[src/rtl/core/seg_pkg.sv]
// ----------------------------------------------------------------------------
// seg_pkg
// Shared widths and beat types for the segment intersection pipeline.
// ----------------------------------------------------------------------------
`default_nettype none

package seg_pkg;

	localparam int COORD_BITS = 16;
	localparam int FRAC_BITS  = 8;
	localparam int OUT_BITS   = 24;

	// difference, product, cross-product widths
	localparam int D_W = COORD_BITS + 1;
	localparam int P_W = 2 * D_W;
	localparam int N_W = P_W + 1;
	// divider remainder (one spare bit for the shift) and quotient
	localparam int R_W = N_W + 1;
	localparam int Q_W = FRAC_BITS + 1;
	// crossing sum before clamp
	localparam int S_W = COORD_BITS + FRAC_BITS + 4;

	// front end to divider
	typedef struct packed {
		logic                         hit;
		logic [N_W-1:0]               num;
		logic [N_W-1:0]               den;
		logic signed [COORD_BITS-1:0] ax0;
		logic signed [COORD_BITS-1:0] ay0;
		logic signed [D_W-1:0]        dax;
		logic signed [D_W-1:0]        day;
	} seg_div_in_t;

	// divider to back end
	typedef struct packed {
		logic                         hit;
		logic [Q_W-1:0]               tq;
		logic signed [COORD_BITS-1:0] ax0;
		logic signed [COORD_BITS-1:0] ay0;
		logic signed [D_W-1:0]        dax;
		logic signed [D_W-1:0]        day;
	} seg_div_out_t;

endpackage

`default_nettype wire

[src/rtl/core/seg_div.sv]
// ----------------------------------------------------------------------------
// seg_div
// Pipelined restoring divider: one quotient bit per stage, Q_W stages.
// ----------------------------------------------------------------------------
`default_nettype none

module seg_div (
	input  wire logic                  clk,
	input  wire logic                  arst_n,
	input  wire logic                  in_valid,
	input  wire seg_pkg::seg_div_in_t  in_beat,
	output logic                       out_valid,
	output seg_pkg::seg_div_out_t      out_beat
);
	import seg_pkg::*;

	logic                         v_s   [Q_W+1];
	logic [R_W-1:0]               rem_s [Q_W+1];
	logic [Q_W-1:0]               q_s   [Q_W+1];
	logic [N_W-1:0]               den_s [Q_W+1];
	logic                         hit_s [Q_W+1];
	logic signed [COORD_BITS-1:0] ax0_s [Q_W+1];
	logic signed [COORD_BITS-1:0] ay0_s [Q_W+1];
	logic signed [D_W-1:0]        dax_s [Q_W+1];
	logic signed [D_W-1:0]        day_s [Q_W+1];

	// stage 0 is the input beat
	always_comb begin
		v_s[0]   = in_valid;
		rem_s[0] = R_W'(in_beat.num);
		q_s[0]   = '0;
		den_s[0] = in_beat.den;
		hit_s[0] = in_beat.hit;
		ax0_s[0] = in_beat.ax0;
		ay0_s[0] = in_beat.ay0;
		dax_s[0] = in_beat.dax;
		day_s[0] = in_beat.day;
	end

	for (genvar i = 0; i < Q_W; i++) begin : g_stage
		logic [R_W-1:0] r;
		logic           ge;

		// first stage gives the integer bit, the rest shift first
		always_comb begin
			r  = (i == 0) ? rem_s[i] : (rem_s[i] << 1);
			ge = r >= R_W'(den_s[i]);
		end

		always_ff @(posedge clk or negedge arst_n) begin
			if (!arst_n) begin
				v_s[i+1] <= 1'b0;
			end else begin
				v_s[i+1] <= v_s[i];
			end
		end

		always_ff @(posedge clk) begin
			rem_s[i+1] <= ge ? (r - R_W'(den_s[i])) : r;
			q_s[i+1]   <= {q_s[i][Q_W-2:0], ge};
			den_s[i+1] <= den_s[i];
			hit_s[i+1] <= hit_s[i];
			ax0_s[i+1] <= ax0_s[i];
			ay0_s[i+1] <= ay0_s[i];
			dax_s[i+1] <= dax_s[i];
			day_s[i+1] <= day_s[i];
		end
	end

	assign out_valid    = v_s[Q_W];
	assign out_beat.hit = hit_s[Q_W];
	assign out_beat.tq  = q_s[Q_W];
	assign out_beat.ax0 = ax0_s[Q_W];
	assign out_beat.ay0 = ay0_s[Q_W];
	assign out_beat.dax = dax_s[Q_W];
	assign out_beat.day = day_s[Q_W];

endmodule

`default_nettype wire

[config.mk]
export PLATFORM = sky130hd
export DESIGN_NAME = seg_div
export DESIGN_NICKNAME = d
export VERILOG_FILES = /design/src/rtl/core/seg_pkg.sv /design/src/rtl/core/seg_div.sv
export SDC_FILE = /design/constraint.sdc
export NUM_CORES = 1
export LEC_CHECK = 0
export BUFFER_PORTS_ARGS = -buffer_cell sky130_fd_sc_hd__buf_2
export CORE_MARGIN = 8
export CORE_UTILIZATION = 55
export DETAILED_ROUTE_END_ITERATION = 8
export MAX_ROUTING_LAYER = met4
export PLACE_DENSITY = 0.73
export SLEW_MARGIN = 10
export SYNTH_ARGS = -nofsm -noshare
export SYNTH_HDL_FRONTEND = slang
export SYNTH_SLANG_ARGS = --single-unit
[constraint.sdc]
create_clock -name clk -period 3.95 [get_ports clk]
set_input_delay 0.1975 -clock clk [delete_from_list [all_inputs] [get_ports clk]]
set_output_delay 0.1975 -clock clk [all_outputs]
set_load 0.03 [all_outputs]
; ---- After elaboration in Yosys (flattened, before gate mapping)
; Index checks and enable logic that the tools add are counted.
[op_classes]
add_sub_neg = 8
magnitude_cmp = 9
mux = 8
[op_table]
columns = operator, n
row1 = greater-or-equal comparator 36 x 35 -> 1 bit, 8
row2 = two-way mux 35 bit, 8
row3 = subtractor 35 bit, 8
row4 = greater-or-equal comparator 35 bit, 1
[word_totals]
regBits = 1217
inputBits = 140
output_inout_bits = 77

; ---- Depth between registers and ports, before layout
; Gate-level depths: netlist (run 1).
[logic_depth]
word_depth = 2
mapped_depth = 14
ltp_nobuf = 13

; ---- Least setup slack after synthesis (run 1)
; OpenSTA, ideal clock, no wires.
[synth_timing]
kind = register -> register
from = register den_s[140] (netlist bit)
to = register rem_s, in the netlist g_stage[6].r[20]
arrival_time_ns = 2.750
t_required_ns = 3.829
slack_ns = 1.079
stages_incl_launch_ff = 12
path_buffers = 1
period_less_slack_ns = 2.871
cell_sequence = dfxtp_1 inv_1 fa_1 a21oi_1 o2111ai_1 a21o_1 a311o_1 a31oi_1 o31a_1 o21a_1 buf_2 mux2_2
[synth_via]
elab_chain_cells = 2
word_cells_on_any_way = 3
[synth_lines]
columns = item, line
row1 = from (decl), seg_div.sv:20  ; logic [N_W-1:0] den_s [Q_W+1];
row2 = "from (signal, indexed assignment)", seg_div.sv:61  ; den_s[i+1] <= den_s[i];
row3 = subtractor 35 bit or greater-or-equal comparator 36 x 35 -> 1 bit (tied branches), "seg_div.sv:59, seg_div.sv:47"
row4 = two-way mux 35 bit (*), seg_div.sv:59  ; rem_s[i+1] <= ge ? (r - R_W'(den_s[i])) : r;
row5 = "to (signal, indexed assignment)", seg_div.sv:59
row6 = to (decl), seg_div.sv:18  ; logic [R_W-1:0] rem_s [Q_W+1];
; Every way passes the cells marked *; elsewhere a longest branch is shown, timed or not.
; A chain may end at the register's enable or synchronous reset.

; ---- Worst setup path in the final report (run 1)
[layout_timing]
from = register den_s[309] (netlist bit)
to = register rem_s, in the netlist g_stage[2].r[11]
[layout_via]
elab_chain_cells = 2
[layout_lines]
columns = item, line
row1 = greater-or-equal comparator 36 x 35 -> 1 bit, seg_div.sv:47  ; ge = r >= R_W'(den_s[i]);
row2 = two-way mux 35 bit, seg_div.sv:59
; No other way between the ends.

==> impl_metrics.toml, run 1 <==
[yosys]
ys_types = 93
synthFlopType = "dfxtp_1"
synthTopCellsByArea = "dfxtp_1, ha_1, a21oi_1"
ys_seq_elements = 1217
syn_area_um2 = 44690
synthMuxAreaShare = 0.02352
synth_compound_gate_area_share = 0.1438
yosys_warnings = 0
synthCells = 4339
synth_top_family_by_area = "compound AO/OA/AOI/OAI gates"
synthAdderAreaFrac = 0.09150
syn-num-nets = 4801
synth-edff-count = 0
synth_simple_gate_area_share = 0.09486
synth_xor_area_frac = 0.04528
synth_area_per_cell_um2 = 10.30
synth_top_cell_area_share = 0.5412
synth_top_area_cell = "dfxtp_1"
seq_area_frac_synth = 0.5462
async_reset_ff_frac = 0.007395

[status]
status = "finished clean"

[power_and_ir_drop]
p_leak_nw = 23.51
ir_worst_vdd_mv = 0.4514
power.total_w = 0.04252
power_density_nw_per_um2 = 821.8

[sta]
slew_headroom = 0.3932
fin_skew_ns = 0.05668
min_period_over_period = 0.9223
setup_viol = 0
fmax_ghz = 0.2745
worstMarginPinSlew_ns = 0.8873
slew_viol_final = 0
hold_violations = 0
rsz0062_at_grt = "false"
period_needed_ns = 3.643
setup_tns_ns = 0
whs_ns = 0.1335
setup_slack_ns = 0.3071

[place]
numPortBuffers = 216
pre_cts_ws_ns = 0.03577
hpwl_um = 66790
gp_congestion = 0.8962

[worst_setup_path]
worstPathArrival_ns = 4.17
end_kind = "register"
crit_path_start_kind = "register"
ff2ff_path_depth = 10
path_max_fanout = 48
critical_path_required_ns = 4.48
critPathKind = "register to register"

[die]
io_pins = 217
rows = 104
die_area_um2 = 90620
die_w_um = 301.0
core_area_um2 = 80550
die_h_um = 301.0
start_util = 0.5548

[routing]
detail-route-antenna-nets = 0
drt_first_pass_iters = 5
routed-via-count = 29840
route.detailed.drc = 0
wl_per_cell_um = 15.50
drtIter0Drc = 1705
wl_um = 90190
viasPerCell = 5.130

[clock_network]
clkTransAtPathRegs_ns = 0.06
cts_sinks = 1217
htree_levels = 3
clockRootBuffer = "clkbuf_16"
clk_latency_ns = 0.69
post_cts_buffers = 0
clockBufferDepth = 3
cts_tree = "yes"
cts_buffers = 114

[run]
cap_violations = 0

[grt]
overflow = 0
antenna_found_initial = 0
grt_pass1_vias = 29460
grt_first_pass_wirelength_um = 145400
grt_max_degree = 58
track_usage = 0.1987

[hold_path]
hold_class = "input pin to register"
hold_depth = 2

[finish]
fillers = 6419
syn_to_final_growth_pct = 15.78
num-nets-final = 5121
drive_gt1_frac = 0.1190
[placed cells by master, fill, tap and decap left out, drive strengths merged, types with 13 or more instances in the layout]
master       instances
clkinvlp            13
dlygate4sd3        140
nand2              241
o31ai               24
or3                 15
o211ai              22
and2                19
nand4               66
nor2b               35
a211oi              40
a21boi              13
xor2                92
xnor2              139
o22ai               14
nor2               281
a21o               128
o21a                50
and3                32
nand2b              32
nand3               74
clkbuf             153
o21ai              195
buf                238
clkinv              32
nor3                51
mux2                88
o21bai              34
a21oi              386
dfxtp             1208
a31oi               17
ha                 314
inv                385
[report_power, final]
| group | leakage, nW | switching [W] | total, W | internal (W) |
|---|---|---|---|---|
| Combinational | 11.3 | 0.00879 | 0.0158 | 0.00705 |
| Sequential | 10.3 | 0.00109 | 0.0156 | 0.0145 |
| Clock | 1.91 | 0.00464 | 0.0111 | 0.00645 |
| Total | 23.5 | 0.0145 | 0.0425 | 0.0280 |
[logic make-up (layout without fill, tap and decap cells)]
kind of cell,count (synthesis),after routing
other,0,1
multiplexers,94,94
buffers and inverters,555,972
AND/OR/NAND/NOR,899,899
AO/OA/AOI/OAI,1021,1022
flip-flops,1217,1217
adder cells (fa/ha/maj),322,322
XOR/XNOR,231,231
[final timing paths]
kind                              from                to  slack (ns)
setup / recovery            den_s[309]  g_stage[2].r[11]        0.31
hold / removal             in_beat[43]        ay0_s[137]        0.13
setup reg to reg            den_s[309]  g_stage[2].r[11]        0.31
hold reg to reg              day_s[80]         day_s[63]        0.29
max in group asynchronous       arst_n            v_s[5]        3.13
min in group asynchronous       arst_n            v_s[2]        0.55
[repair_timing]
| item | 4_1_cts | 5_1_grt |
|---|---|---|
| cloned | 0 | 1 |
| endpoints found under the hold margin | 147 | 0 |
| hold buffers | 140 | 0 |
| pin swaps | 0 | 1 |
| resized for setup | 1 | 1 |
| endpoints found under the setup margin | 4 | 9 |
[synth_stat cells (9+ instances only)]
cell      number
a21oi_1      383
dfxtp_1     1208
nor2_1       281
a21boi_0      11
o21bai_1      34
or3_1         15
o31ai_1       23
ha_1         314
and3_1        32
a21o_1       128
xnor2_1      139
nand2_1      241
o21ai_0      190
inv_1        377
o31a_1        11
dfrtp_1        9
nor3_1        51
a31oi_1       17
nand4_1       66
o21a_1        50
o22ai_1       14
o211ai_1      20
mux2_2        88
buf_2         29
nand3_1       73
a211oi_1      40
buf_4         81
nor2b_1       35
xor2_1        92
or2_2         11
and2_1        19
clkbuf_1      60
nand2b_1      32
[stage by stage]
step	utilization	cells	instance area [um2]
2_1_floorplan	-	4339	44690
3_3_place_gp	0.5755	5462	46350
3_5_place_dp	0.5755	5462	46350
4_1_cts	0.6421	5816	51720
5_1_grt	0.6423	5817	51740
6_report	0.6423	5818	51740
[sequential cells by signal, indices dropped and copies added, names as in the netlist]
name and flops:
hit_s 8, out_valid 1, dax_s 136, day_s 136, ay0_s 128, den_s 280
ax0_s 128, out_beat 76, v_s 8, g_stage.r 280, q_s 36
[per-layer routing]
layer | part of all wire | up-vias | GRT usage
met5 | 0 | - | -
met3 | 0.042 | 201 | 0.02795
met1 | 0.45 | 13410 | 0.2445
li1 | - | 15470 | -
met2 | 0.47 | 767 | 0.3276
met4 | 0.041 | 0 | 0.08234
[final cells by class]
type,count,area (um2),share of cell area
antenna,1,2.502,0.00004837
clock buffer,153,3179,0.06145
clock inverter,61,780.7,0.01509
inverter,380,1428,0.02759
multi-input combinational,2568,17870,0.3453
sequential,1217,24410,0.4718
tap,1060,1326,0.02563
timing repair buffer,378,2748,0.05311
[worst max-delay path: stages (launching register included)]
cell	delay (ns)
dfxtp_1	0.35
inv_1	0.05
ha_1	0.46
nand4_1	0.29
nor4_2	0.47
nand4_1	0.30
a21oi_1	0.29
a2111o_1	0.25
a311o_2	0.34
buf_12	0.27
mux2_2	0.37
No activity file was read; power rests on OpenSTA's default activity.
==> inputs of run 2 (changes only) <==
--- a/config.mk
+++ b/config.mk
@@ -5,7 +5,7 @@
 export SDC_FILE = /design/constraint.sdc
 export NUM_CORES = 1
 export LEC_CHECK = 0
-export BUFFER_PORTS_ARGS = -buffer_cell sky130_fd_sc_hd__buf_2
+export BUFFER_PORTS_ARGS = -buffer_cell sky130_fd_sc_hd__clkbuf_2
 export CORE_MARGIN = 8
 export CORE_UTILIZATION = 55
 export DETAILED_ROUTE_END_ITERATION = 8
==> impl_metrics.toml, run 2 (synthesis gave the netlist of run 1 again) <==
[status]
status = "finished clean"

[worst_setup_path]
critPathLaunch = "den_s[309]"
timing.critical_path.to = "g_stage[2].r[11]"
worstPathArrival_ns = 4.25
path_delay_family = "simple AND/OR/NAND/NOR gates"
critPathMaxStageDelay_ns = 0.52
r2r-end = "g_stage[2].r[11]"
critPathKind = "register to register"
r2r_start = "den_s[309]"
crit_top_cell = "nand4_1"
crit_path_start_kind = "register"
crit_buf_inv = 2
ff2ff_path_depth = 10
worst-path-stages = 10
critical_path_required_ns = 4.51
critPathSlowestCell = "nor4_2"
end_kind = "register"
path_max_fanout = 50
path_cells = "inv_1, ha_1, nand4_1, nor4_2, nand4_1, a21oi_1, a2111o_1, a311o_2, buf_12, mux2_2"
r2r_setup_slack_ns = 0.26

[clock_network]
cts_sinks = 1217
cts_buffers = 114
cts_tree = "yes"
clkTransAtPathRegs_ns = 0.06
clk_latency_ns = 0.67
clockBufferDepth = 3
htree_levels = 3
clockRootBuffer = "clkbuf_16"
post_cts_buffers = 0

[finish]
num-nets-final = 5123
drive_gt1_frac = 0.1202
utilization = 0.6427
final_area_um2 = 51770
final_common_cell = "dfxtp_1"
syn_to_final_growth_pct = 15.85
final_cell_mix = "dfxtp_1, a21oi_1, inv_1"
n_antenna_cell = 0

[sta]
period_needed_ns = 3.695
hold_violations = 0
rsz0062_at_grt = "false"
setup_viol = 0
setup_tns_ns = 0
whs_ns = 0.1578
worstMarginPinSlew_ns = 0.8915
fmax_ghz = 0.2706
slew_viol_final = 0
slew_headroom = 0.3903
min_period_over_period = 0.9354
fin_skew_ns = 0.01883

[routing]
wl_um = 90850
drt_first_pass_iters = 6
routed-via-count = 29940
route.detailed.drc = 0
viasPerCell = 5.147
detail-route-antenna-nets = 0
drtIter0Drc = 1952
wl_per_cell_um = 15.62

[die]
rows = 104
core_area_um2 = 80550
io_pins = 217
start_util = 0.5548
die_area_um2 = 90620
die_h_um = 301.0
die_w_um = 301.0

[power_and_ir_drop]
power_frac_clock = 0.264
p_sw_frac = 0.3392
power.total_w = 0.04272
comb_power_share = 0.371
p_int_w = 0.02823
p_sw_w = 0.01449
power_density_nw_per_um2 = 825.2
ir_worst_vdd_mv = 0.5065
seqPwrFrac = 0.365
p_leak_nw = 23.61

[place]
postPlaceCellArea_um2 = 46360
gp_congestion = 0.8965
numPortBuffers = 216
hpwl_um = 67070

[grt]
overflow = 0
antenna_found_initial = 0
track_usage = 0.2005
grt_max_degree = 58
grt_pass1_vias = 29720
grt_first_pass_wirelength_um = 146200

[run]
cap_violations = 0

[hold_path]
hold_class = "input pin to register"
[run 2: stage by stage]
stage | std cells | setup slack, ns
global placement | 5464 | -0.02444
floorplan | 4339 | 1.079
detailed placement | 5464 | -0.08459
finish | 5817 | 0.2550
global route | 5817 | 0.09816
CTS | 5816 | 0.1810
[run 2: power by group through the flow]
stage	Combinational [W]	Clock (W)	Sequential [W]
detailed placement	0.0155	0	0.0158
floorplan	0.0125	0	0.0154
global route	0.0176	0.0121	0.0158
CTS	0.0157	0.0116	0.0156
finish	0.0159	0.0113	0.0156
global placement	0.0153	0	0.0158
[run 2: repair_timing]
action / CTS / global route
pin swaps: 0 / 1
hold buffers: 140 / 0
hold endpoints to repair: 147 / 0
gates cloned: 0 / 1
resized for setup: 1 / 1
setup endpoints to repair: 9 / 16
[run 2: how the worst min path moves through the flow]
stage,to,cells past startpoint,from,slack [ns]
6_report,ax0_s[137],2,in_beat[59],0.16
5_1_grt,dax_s[151],2,in_beat[32],0.12
4_1_cts,dax_s[150],2,in_beat[31],0.11
3_5_place_dp,v_s[5],1,arst_n,0.06
3_3_place_gp,v_s[5],1,arst_n,0.05
2_1_floorplan,out_valid,0,arst_n,-0.1
[run 2: final cells by class]
class / instances / area [um2]
fill: 6392 / 28780
sequential: 1217 / 24410
multi-input combinational: 2568 / 17870
clock buffer: 145 / 3152
timing repair buffer: 380 / 2750
inverter: 380 / 1428
tap: 1060 / 1326
clock inverter: 67 / 839.6
[run 2: worst reg2reg max path, cell delays in order, from the launching register on]
cell and delay [ns]:
dfxtp_1 0.37, inv_1 0.06, ha_1 0.47, nand4_1 0.29, nor4_2 0.52, nand4_1 0.34, a21oi_1 0.31, a2111o_1 0.24
a311o_2 0.33, buf_12 0.27, mux2_2 0.40
[run 2: routing by layer]
layer  vias to the layer above  part of all wire  global-route usage  wire (um)
met5                         -                 0                   -          0
met4                         0             0.042             0.08771       3820
met3                       211             0.042             0.02752       3790
met2                       782              0.47              0.3328      42660
met1                     13480              0.45              0.2434      40580
li1                      15470                 -                   -          -
