--- src/rtl/core/seg_pkg.sv ---
// ----------------------------------------------------------------------------
// seg_pkg
// Shared widths and beat types for the segment intersection pipeline.
// ----------------------------------------------------------------------------
`default_nettype none

package seg_pkg;

	localparam int COORD_BITS = 16;
	localparam int FRAC_BITS  = 8;
	localparam int OUT_BITS   = 24;

	// difference, product, cross-product widths
	localparam int D_W = COORD_BITS + 1;
	localparam int P_W = 2 * D_W;
	localparam int N_W = P_W + 1;
	// divider remainder (one spare bit for the shift) and quotient
	localparam int R_W = N_W + 1;
	localparam int Q_W = FRAC_BITS + 1;
	// crossing sum before clamp
	localparam int S_W = COORD_BITS + FRAC_BITS + 4;

	// front end to divider
	typedef struct packed {
		logic                         hit;
		logic [N_W-1:0]               num;
		logic [N_W-1:0]               den;
		logic signed [COORD_BITS-1:0] ax0;
		logic signed [COORD_BITS-1:0] ay0;
		logic signed [D_W-1:0]        dax;
		logic signed [D_W-1:0]        day;
	} seg_div_in_t;

	// divider to back end
	typedef struct packed {
		logic                         hit;
		logic [Q_W-1:0]               tq;
		logic signed [COORD_BITS-1:0] ax0;
		logic signed [COORD_BITS-1:0] ay0;
		logic signed [D_W-1:0]        dax;
		logic signed [D_W-1:0]        day;
	} seg_div_out_t;

endpackage

`default_nettype wire

--- src/rtl/core/seg_back.sv ---
// ----------------------------------------------------------------------------
// seg_back
// Crossing point A.start*2^FRAC + t*dA, clamped and gated by hit.
// ----------------------------------------------------------------------------
`default_nettype none

module seg_back (
	input  wire logic                                clk,
	input  wire logic                                arst_n,
	input  wire logic                                in_valid,
	input  wire seg_pkg::seg_div_out_t               in_beat,
	output logic                                     done,
	output logic                                     hit,
	output logic signed [seg_pkg::OUT_BITS-1:0]      cross_x,
	output logic signed [seg_pkg::OUT_BITS-1:0]      cross_y
);
	import seg_pkg::*;

	localparam logic signed [S_W-1:0] OUT_MAX = S_W'((64'sd1 <<< (OUT_BITS - 1)) - 1);
	localparam logic signed [S_W-1:0] OUT_MIN = S_W'(-(64'sd1 <<< (OUT_BITS - 1)));

	logic                  v_s1, hit_s1;
	logic signed [S_W-1:0] bx_s1, by_s1, mx_s1, my_s1;
	logic signed [S_W-1:0] sx, sy;
	logic                  v_s2, hit_s2;
	logic signed [OUT_BITS-1:0] x_s2, y_s2;

	// stage 1: t * dA and scaled start
	always_ff @(posedge clk) begin
		hit_s1 <= in_beat.hit;
		bx_s1  <= S_W'(in_beat.ax0) <<< FRAC_BITS;
		by_s1  <= S_W'(in_beat.ay0) <<< FRAC_BITS;
		mx_s1  <= S_W'($signed({1'b0, in_beat.tq})) * S_W'(in_beat.dax);
		my_s1  <= S_W'($signed({1'b0, in_beat.tq})) * S_W'(in_beat.day);
	end

	always_comb begin
		sx = bx_s1 + mx_s1;
		sy = by_s1 + my_s1;
	end

	// stage 2: sum, clamp, zero on miss
	always_ff @(posedge clk) begin
		hit_s2 <= hit_s1;
		if (!hit_s1) begin
			x_s2 <= '0;
		end else if (sx > OUT_MAX) begin
			x_s2 <= OUT_BITS'(OUT_MAX);
		end else if (sx < OUT_MIN) begin
			x_s2 <= OUT_BITS'(OUT_MIN);
		end else begin
			x_s2 <= OUT_BITS'(sx);
		end
		if (!hit_s1) begin
			y_s2 <= '0;
		end else if (sy > OUT_MAX) begin
			y_s2 <= OUT_BITS'(OUT_MAX);
		end else if (sy < OUT_MIN) begin
			y_s2 <= OUT_BITS'(OUT_MIN);
		end else begin
			y_s2 <= OUT_BITS'(sy);
		end
	end

	always_ff @(posedge clk or negedge arst_n) begin
		if (!arst_n) begin
			v_s1 <= 1'b0;
			v_s2 <= 1'b0;
		end else begin
			v_s1 <= in_valid;
			v_s2 <= v_s1;
		end
	end

	assign done    = v_s2;
	assign hit     = hit_s2;
	assign cross_x = x_s2;
	assign cross_y = y_s2;

endmodule

`default_nettype wire

--- config.mk ---
export PLATFORM = sky130hd
export DESIGN_NAME = seg_back
export DESIGN_NICKNAME = d
export VERILOG_FILES = /design/src/rtl/core/seg_pkg.sv /design/src/rtl/core/seg_back.sv
export SDC_FILE = /design/constraint.sdc
export NUM_CORES = 1
export LEC_CHECK = 0
export BUFFER_PORTS_ARGS = -buffer_cell sky130_fd_sc_hd__buf_2
export CORE_UTILIZATION = 31
export CTS_BUF_LIST = sky130_fd_sc_hd__clkbuf_16
export CTS_CLUSTER_SIZE = 12
export DETAILED_ROUTE_END_ITERATION = 6
export HOLD_SLACK_MARGIN = 0.15
export SYNTH_ARGS = -nofsm -noshare
export SYNTH_HDL_FRONTEND = slang
export SYNTH_SLANG_ARGS = --single-unit
--- constraint.sdc ---
create_clock -name clk -period 7.3 [get_ports clk]
set_input_delay 1.46 -clock clk [delete_from_list [all_inputs] [get_ports clk]]
set_output_delay 1.46 -clock clk [all_outputs]
set_load 0.01 [all_outputs]
* Yosys cells after proc, flatten, opt, wreduce, memory -nomap -nowiden
Index checks and enable logic that the tools add are counted.
Operators by class: add/subtract/negate cells 2, multipliers 2, $lt $le $gt $ge 4, bitwise operators 1, reduce and logical (&&, ||, !) cells 2, multiplexer cells 4
Operators by type and width (count):
- $add A24 B27 Y28 | 2
- $gt A28 B24 Y1 const B | 2
- $lt A28 B24 Y1 const B | 2
- $mul A10 B17 Y27 | 2
- $mux W24 | 2
- $mux W23 | 2
- $reduce_or A2 Y1 | 2
- $not A1 Y1 | 1
Word-level totals: register bits 138, logic and storage cells 27, output and inout port bits 50, input port bits 79

* Longest topological paths before layout
Gate-level depths: netlist (run 1).
word-level depth 4, mapped depth 22, gate-level depth less buffers 21

* Least setup slack after synthesis (run 1)
OpenSTA, ideal clock, no wires.
path type input to register, start input in_beat[69] (netlist name), end register, netlist name my_s1[26], setup slack 0.708 ns, path buffers 1, required time 7.228 ns, arrival 6.519 ns, stages on the path 21, setup time 0.072 ns, cells stage by stage clkbuf_1 nand2_1 fa_1 inv_1 fa_1 inv_1 fa_1 inv_1 fa_1 inv_1 fa_1 inv_1 ha_1 o21ai_0 nor2_1 a2111oi_0 nor4_1 nor3_1 o21ai_0 a21oi_1 xnor2_1
Between the ends: longest elaborated chain between the ends 1
Ends and longest elaborated chain:
- from (decl) | line seg_back.sv:11 | input wire seg_pkg::seg_div_out_t in_beat,
- $mul A10 B17 Y27 | line seg_back.sv:34 | my_s1 <= S_W'($signed({1'b0, in_beat.tq})) * S_W'(in_beat.day);
Every way passes these cells. A chain may end at the register's enable or synchronous reset.

* Worst setup path after layout (run 1)
start input in_beat[71] (netlist name), end register my_s1[24]
Between the ends: longest elaborated chain between the ends 1
Ends and longest elaborated chain:
- $mul A10 B17 Y27 | line seg_back.sv:34
- to (signal assigned) | line seg_back.sv:34
- to (decl) | line seg_back.sv:23 | logic signed [S_W-1:0] bx_s1, by_s1, mx_s1, my_s1;
Every way passes these cells.

==> metrics.yaml, run 1 <==
status: "completed"
synth_cell_types: 69
vias_per_cell: 4.686
grt_pass1_wl_mm: 62.11
cts_hold_buffers: 0
rsz0062_at_grt: "false"
crit_type: "in2reg"
grt_start_max_net_pins: 35
fin_tns_setup_ps: 0
post_cts_resized: 0
drv_slew: 0
cp-start-kind: "input pin"
ir_drop_mv: 0.2577
start_util_pct: 31.47
die_w_um: 230.4
ys_seq_elements: 138
cts_inserted_buffers: 17
postSynthAreaPerCell_um2: 9.298
pre_cts_ws_ps: 43.43
cts.path.max_buffers: 2
dieArea_mm2: 0.05310
endpoint_kind: "register"
synth_fp_nets: 2235
required_ps: 7660
fin_skew_ps: 14.09
clk_latency_ps: 470
yosysWarnings: 0
synthArstFlopShare_pct: 1.449
cp_max_fo: 34
final-setup-viol-count: 0
hold_viol: 0
finalCritPeriodShare_pct: 93.05
cts_tree: "yes"
crit_arrival_ps: 7150
nNetsFinal: 2353
die_h_um: 230.4
drtIter0Drc: 535
area_delta_synth_final_pct: 12.71
max_cap_viol_count: 0
grt_pass1_vias: 12760
totalWireLength_mm: 36.58
antenna_found_initial: 11
grt_usage_pct: 14.73
core_area_mm2: 0.05141
synth_ff_type: "dfxtp_1"
finalCriticalPeriod_ps: 6793
slew_headroom_pct: 22.53
worstMarginPinSlew_ps: 1162
synth_area_mm2: 0.01618
fin_ws_ps: 507.3
gr-total-overflow: 0
cts_setup_buffers: 0
wl_per_cell_um: 14.31
powerDensity_mw_per_mm2: 448.7
vias: 11980
worstHoldPathType: "reg2reg"
nFillCells: 5268
synth_edf_count: 0
io_pins: 129
clock_sinks: 138
leakage_nw: 9.257
fmax_mhz: 147.2
layout-drive-gt1-share_pct: 10.64
postRouteAntennaNets: 0
synthCells: 1740
ys_seq_area_share_pct: 17.14
gp_congestion: 0.8959
htreeDepth: 4
remaining_drc_errors: 0
place_hpwl_mm: 29.30
clkTransAtPathRegs_ps: 70
firstDrtPassIters: 5
root_buffer: "clkbuf_16"
placementRows: 83
portBuffers: 128
==> cells in the final DEF (no fill, tap or decap), types with 17 or more instances in the layout <==
cell type,n
dfxtp_1,136
a21oi_1,58
nand2_1,178
ha_1,156
buf_4,17
clkbuf_16,17
inv_1,329
o21ai_0,48
xnor2_1,67
buf_2,128
nor3_1,19
o21ai_1,25
a21o_1,39
fa_1,260
nor2_1,43
and2_1,170
xor2_1,18
==> sequential cells by signal (all words and copies together) (netlist names) <==
signal,count
my_s1,27
hit,1
v_s1,1
cross_x,24
done,1
mx_s1,27
cross_y,24
hit_s1,1
by_s1,16
bx_s1,16
==> path summary, 6_finish.rpt <==
| kind | startpoint | end | slack [ps] | cells past startpoint |
|---|---|---|---|---|
| setup / recovery | in_beat[71] | my_s1[24]$_DFF_P_ | 510 | 19 |
| hold / removal | v_s1$_DFF_PN0_ | done$_DFF_PN0_ | 360 | 0 |
| setup reg to reg | by_s1[8]$_DFF_P_ | cross_y[1]$_SDFF_PN0_ | 3510 | 11 |
| hold reg to reg | v_s1$_DFF_PN0_ | done$_DFF_PN0_ | 360 | 0 |
| max in group asynchronous | arst_n | v_s1$_DFF_PN0_ | 6440 | 1 |
| min in group asynchronous | arst_n | done$_DFF_PN0_ | 770 | 1 |
==> area by class of cell <==
class,count,area [um^2],share of cell area (%)
antenna,5,12.51,0.06862
timing repair buffer,145,768.2,4.213
tap,680,850.8,4.666
clock buffer,17,425.4,2.333
inverter,328,1231,6.752
multi-input combinational,1228,11980,65.67
clock inverter,15,198.9,1.091
sequential,138,2773,15.21
==> cells in the mapped netlist, types with 3 or more instances <==
cell type / count / share of area [%]
or2_2: 3 / 0.12
dfxtp_1: 136 / 17
nor3_1: 19 / 0.59
a21o_1: 39 / 1.8
or3_1: 4 / 0.15
nand2_1: 178 / 4.1
o21ai_1: 25 / 0.77
o31ai_1: 4 / 0.19
o21bai_1: 11 / 0.51
buf_1: 4 / 0.093
clkbuf_1: 35 / 0.81
a211oi_2: 3 / 0.23
ha_1: 156 / 12
a211oi_1: 10 / 0.46
nand4_1: 4 / 0.15
nor4_1: 4 / 0.15
a21oi_1: 58 / 1.8
a31o_2: 3 / 0.16
inv_1: 328 / 7.6
nor2b_1: 7 / 0.27
nor2_1: 43 / 1.0
o21a_1: 11 / 0.51
and2_1: 170 / 6.6
buf_2: 3 / 0.093
a31oi_1: 8 / 0.31
xor2_1: 18 / 0.97
and3_1: 5 / 0.19
fa_1: 260 / 32
o21ai_0: 48 / 1.5
a21oi_2: 3 / 0.16
and4_1: 3 / 0.16
xnor2_1: 67 / 3.6
nand2b_1: 11 / 0.43
nand3_1: 13 / 0.40
o22ai_1: 3 / 0.12
==> power breakdown <==
part / switching (mW) / internal [mW] / leakage [nW]
logic: 3.32 / 2.70 / 7.78
registers: 0.0896 / 1.14 / 1.17
clock network: 0.373 / 0.572 / 0.309
total: 3.78 / 4.40 / 9.26
==> metrics by stage <==
stage / hold slack (ps) / utilization, % / power, mW / cells / cell area [um^2]
2_1_floorplan: 331.2 / - / 6.033 / 1740 / 16180
3_3_place_gp: 342.1 / 34.23 / 7.203 / 2519 / 17600
3_5_place_dp: 359.1 / 34.23 / 7.304 / 2519 / 17600
4_1_cts: 378.7 / 35.45 / 8.321 / 2551 / 18220
5_1_grt: 384.3 / 35.47 / 9.184 / 2555 / 18230
6_report: 363.9 / 35.47 / 8.182 / 2556 / 18240
==> worst max-delay path, stage by stage <==
cell and delay, ps:
buf_2 560, and2_1 260, fa_1 440, fa_1 470, fa_1 510, fa_1 540
inv_1 50, fa_1 530, inv_1 40, ha_1 300, o21ai_0 120, a21boi_0 370
o21ai_0 210, nor4_1 580, nor2_1 110, a21oi_1 230, a21o_1 150, a21oi_1 80
xnor2_1 120
==> routing by layer <==
metal	vias to the layer above	GRT usage [%]	routed length, um
met1	5994	18.51	16270
met5	-	0	59
li1	5683	-	-
met2	234	24.82	17930
met3	57	3.088	1543
met4	10	5.319	772
==> logic make-up after synthesis <==
group,Yosys count,share of synthesized area (%)
AND/OR/NAND/NOR,470,14.62
adder cells (fa/ha/maj),416,44.24
buffers and inverters,374,8.840
AO/OA/AOI/OAI,255,10.39
flip-flops,138,17.14
XOR/XNOR,86,4.702
multiplexers,1,0.06960
(Power assumes the default switching activity.)
==> run 2, diff against run 1 <==
CTS_BUF_LIST = not set   (was sky130_fd_sc_hd__clkbuf_16)
CTS_CLUSTER_DIAMETER = 30   (was not set)
==> run 2 against run 1 <==
Clock skew barely moved; largest cell class unchanged; non-clock buffer count unchanged; highest routed layer unchanged; worst hold slack is essentially flat.
==> metrics.yaml, run 2 (synthesized netlist as in run 1, its figures left out) <==
status: "completed"
area_delta_synth_final_pct: 12.71
clk_latency_ps: 470
placedCellCount: 2519
most-common-layout-cells: "328 x inv_1, 260 x fa_1, 178 x nand2_1"
required_ps: 7660
postRouteAntennaNets: 0
antenna_found_initial: 11
leakage_nw: 9.253
gr-total-overflow: 0
fmax_mhz: 147.3
pre_cts_ws_ps: 43.43
crit_chain: "buf_2 > and2_1 > fa_1 > fa_1 > fa_1 > fa_1 > inv_1 > fa_1 > inv_1 > ha_1 > o21ai_0 > a21boi_0 > o21ai_0 > nor4_1 > nor2_1 > a21oi_1 > a21o_1 > a21oi_1 > xnor2_1"
fin_tns_setup_ps: 0
cp-start-kind: "input pin"
cp_max_fo: 34
final-setup-viol-count: 0
powerDensity_mw_per_mm2: 448.8
ff2ff_path_depth: 11
crit_top_cell: "fa_1"
max_stage_delay_ps: 580
dpl-instance-area_mm2: 0.01760
layout-drive-gt1-share_pct: 10.64
die_h_um: 230.4
seq_area_mm2: 0.002773
cts.path.max_buffers: 2
grt_start_max_net_pins: 35
grt_pass1_wl_mm: 62.11
worstMarginPinSlew_ps: 1161
remaining_drc_errors: 0
final_area_mm2: 0.01824
firstDrtPassIters: 5
htreeDepth: 4
dieArea_mm2: 0.05310
r2r_end: "cross_y[1]$_SDFF_PN0_"
post_cts_resized: 0
finalCriticalPeriod_ps: 6787
whs_path_depth: 0
totalWireLength_mm: 36.56
worstHoldPathType: "reg2reg"
root_buffer: "clkbuf_16"
vias: 11970
hold_start: "v_s1$_DFF_PN0_"
grt_pass1_vias: 12760
clock_sinks: 138
gp_congestion: 0.8959
nNetsFinal: 2353
crit_arrival_ps: 7150
ir_drop_mv: 0.2576
finalCritPeriodShare_pct: 92.97
portBuffers: 128
place_hpwl_mm: 29.30
nFillCells: 5268
timing.rr.start: "by_s1[8]$_DFF_P_"
fin_skew_ps: 14.07
cts_hold_buffers: 0
grt_usage_pct: 14.73
core_area_mm2: 0.05141
rsz0062_at_grt: "false"
reg_top3: "mx_s1: 27 flops, my_s1: 27 flops"
instances_no_fill: 2556
multi_input_area_mm2: 0.01198
endpoint_kind: "register"
cts_setup_buffers: 0
final_common_cell: "inv_1"
cts_tree: "yes"
slowest_stage: "nor4_1"
clkTransAtPathRegs_ps: 70
slew_headroom_pct: 22.63
min_to: "done$_DFF_PN0_"
max_cap_viol_count: 0
die_w_um: 230.4
crit_type: "in2reg"
fin_ws_ps: 513.1
start_util_pct: 31.47
ff2ff_setup_slack_ps: 3510
cts_inserted_buffers: 17
vias_per_cell: 4.682
wl_per_cell_um: 14.30
hold_viol: 0
drtIter0Drc: 536
io_pins: 129
drv_slew: 0
placementRows: 83
## run 2: cell count changes in the layout (fill, tap and decap cells not counted)
cell	before	now
clkbuf_1	0	1
inv_1	329	328
## run 2: power breakdown
group / switching, mW / internal [mW] / total [mW]
Sequential: 0.0896 / 1.14 / 1.23
Clock: 0.373 / 0.573 / 0.946
Combinational: 3.32 / 2.70 / 6.01
Total: 3.78 / 4.41 / 8.18
## run 2: layer usage
layer	track usage [%]	wire length (um)
met3	3.088	1667
met5	0	59
met4	5.319	772
met2	24.82	17940
met1	18.51	16120
## run 2: layout make-up
| cell class | count | area share, % |
|---|---|---|
| tap | 680 | 4.666 |
| inverter | 328 | 6.752 |
| timing repair buffer | 145 | 4.213 |
| clock buffer | 18 | 2.354 |
| clock inverter | 14 | 1.070 |
| multi-input combinational | 1228 | 65.67 |
| antenna | 5 | 0.06862 |
| sequential | 138 | 15.21 |
## run 2: how the worst max path moves through the flow
stage / from / endpoint / slack (ps)
3_5_place_dp: in_beat[69] / my_s1[24]$_DFF_P_ / 40
3_3_place_gp: in_beat[71] / my_s1[24]$_DFF_P_ / 180
5_1_grt: in_beat[71] / my_s1[24]$_DFF_P_ / 260
6_report: in_beat[71] / my_s1[24]$_DFF_P_ / 510
2_1_floorplan: in_beat[69] / my_s1[26]$_DFF_P_ / 710
4_1_cts: in_beat[69] / my_s1[24]$_DFF_P_ / 570
## run 2: through the flow
step / hold WS, ps / util [%] / total power, mW
5_1_grt: 384.3 / 35.47 / 9.185
4_1_cts: 378.7 / 35.45 / 8.323
3_3_place_gp: 342.1 / 34.23 / 7.203
2_1_floorplan: 331.2 / - / 6.033
3_5_place_dp: 359.1 / 34.23 / 7.304
6_report: 364.0 / 35.47 / 8.185
## run 2: critical path: cells and delay by family
family	cells	cell delay, ps
fa+ha+maj	6	2790
compound gates	6	1160
simple gates	3	940
buf+inv	3	640
xor+xnor	1	120
==> run 3, diff against run 2 <==
PLACE_DENSITY = 0.43   (was not set)
==> run 3 against run 2 <==
Die area unchanged; clock power shrank 3.1%; fmax shrank 0.75%; combinational power is 0.8% higher; sequential power is essentially flat; critical path depth up 1; global-route usage grew 0.47 points; clock skew fell by 0.75 ps; via count down 2.1%; largest power group unchanged.
==> metrics.yaml, run 3 (synthesized netlist as in run 1, its figures left out) <==
fin_tns_setup_ps: 0
cts_tree: "yes"
finalCritPeriodShare_pct: 93.67
die_h_um: 230.4
ir_drop_mv: 0.2417
pre_cts_ws_ps: 60.90
die_w_um: 230.4
powerDensity_mw_per_mm2: 449.5
grt_pass1_wl_mm: 64.21
drv_slew: 0
timing.rr.start: "by_s1[8]$_DFF_P_"
gp_congestion: 0.8609
vias: 11710
grt_pass1_vias: 12640
slowest_stage: "nor4_1"
totalWireLength_mm: 37.12
remaining_drc_errors: 0
finalCriticalPeriod_ps: 6838
ff2ff_setup_slack_ps: 3450
wl_per_cell_um: 14.53
place_hpwl_mm: 30.45
dieArea_mm2: 0.05310
required_ps: 7650
reg_top3: "mx_s1: 27 flops, my_s1: 27 flops"
cp-start-kind: "input pin"
endpoint_kind: "register"
fmax_mhz: 146.2
cts_hold_buffers: 0
swShare_pct: 46.21
use_met1_pct: 21.45
postRouteAntennaNets: 0
pwr-share-seq_pct: 15.0
layout-drive-gt1-share_pct: 10.83
most-common-layout-cells: "328 x inv_1, 260 x fa_1, 178 x nand2_1"
cp_max_fo: 25
hold_start: "v_s1$_DFF_PN0_"
grt_start_max_net_pins: 30
min_to: "done$_DFF_PN0_"
gr-total-overflow: 0
whs_path_depth: 0
clkTransAtPathRegs_ps: 60
cts_setup_buffers: 0
r2r_end: "cross_y[1]$_SDFF_PN0_"
portBuffers: 128
status: "completed"
p_clk_share_pct: 11.2
worstHoldPathType: "reg2reg"
nNetsFinal: 2356
vias_per_cell: 4.586
drtIter0Drc: 527
diodes: 0
crit_type: "in2reg"
core_area_mm2: 0.05141
cts.path.max_buffers: 2
crit_chain: "buf_2 > buf_4 > nand2_1 > fa_1 > inv_1 > fa_1 > fa_1 > fa_1 > inv_1 > fa_1 > inv_1 > ha_1 > a21boi_0 > o21ai_0 > nor4_1 > nor2_1 > a21oi_1 > a21o_1 > a21oi_1 > xnor2_1"
rsz0062_at_grt: "false"
clk_latency_ps: 450
start_util_pct: 31.47
root_buffer: "clkbuf_16"
max_stage_delay_ps: 700
slew_headroom_pct: 36.44
area_delta_synth_final_pct: 12.80
final_common_cell: "inv_1"
final-setup-viol-count: 0
gr-max-usage-layer: "met2"
crit_arrival_ps: 7180
antenna_found_initial: 1
placementRows: 83
grt_usage_pct: 15.20
hold_viol: 0
cts_inserted_buffers: 17
firstDrtPassIters: 5
power.switching_mw: 3.790
internal-power_mw: 4.412
fin_ws_ps: 462.2
max_cap_viol_count: 0
crit_top_cell: "fa_1"
grt_use_met2_pct: 24.45
worstMarginPinSlew_ps: 953.4
fin_skew_ps: 13.31
clock_sinks: 138
leakage_nw: 9.262
io_pins: 129
post_cts_resized: 0
htreeDepth: 4
grtUsageMet3_pct: 2.087
ff2ff_path_depth: 11
power_frac_comb_pct: 73.9
## run 3: how the worst max path moves through the flow
stage,startpoint,to,depth (start not counted)
finish,in_beat[69],my_s1[24]$_DFF_P_,20
global route,in_beat[68],my_s1[26]$_DFF_P_,22
CTS,in_beat[68],mx_s1[25]$_DFF_P_,22
detailed placement,in_beat[67],my_s1[24]$_DFF_P_,21
global placement,in_beat[69],my_s1[24]$_DFF_P_,20
floorplan,in_beat[69],my_s1[26]$_DFF_P_,21
## run 3: power groups by stage
stage | registers (mW) | clock network [mW] | logic, mW
finish | 1.23 | 0.917 | 6.06
global route | 1.26 | 0.996 | 7.00
CTS | 1.24 | 0.954 | 6.16
detailed placement | 1.25 | 0 | 6.11
global placement | 1.25 | 0 | 6.11
floorplan | 1.30 | 0 | 4.74
## run 3: layer usage
layer / up-vias / wire, um
met5: - / 8
met4: 2 / 354
met3: 17 / 1177
met2: 164 / 17200
met1: 5845 / 18370
li1: 5684 / -
## run 3: final cells by class
cell class | instances | area [um^2]
flip-flops and latches | 138 | 2773
clock inverters | 10 | 140.1
fillers | 5381 | 33160
repair buffers | 148 | 790.8
inverters | 328 | 1231
well taps | 680 | 850.8
multi-input cells | 1228 | 11980
clock buffers | 22 | 484.2
## run 3: per-stage QoR
stage          total power, mW  util (%)  instances  hold slack [ps]  area, um^2
2_1_floorplan            6.033         -       1740            331.2       16180
3_3_place_gp             7.366     34.29       2522            342.9       17620
3_5_place_dp             7.359     34.29       2522            337.3       17620
4_1_cts                  8.350     35.50       2554            351.7       18250
5_1_grt                  9.253     35.50       2554            369.6       18250
6_report                 8.202     35.50       2554            349.0       18250
## run 3: worst max-delay path, delay by kind of cell
kind / cells / cell delay [ps]
and+or+nand+nor: 3 / 890
AOI/OAI and AO/OA: 5 / 1000
adders and majority gates: 6 / 2880
xor gates and xnor gates: 1 / 120
buffers and inverters: 5 / 820
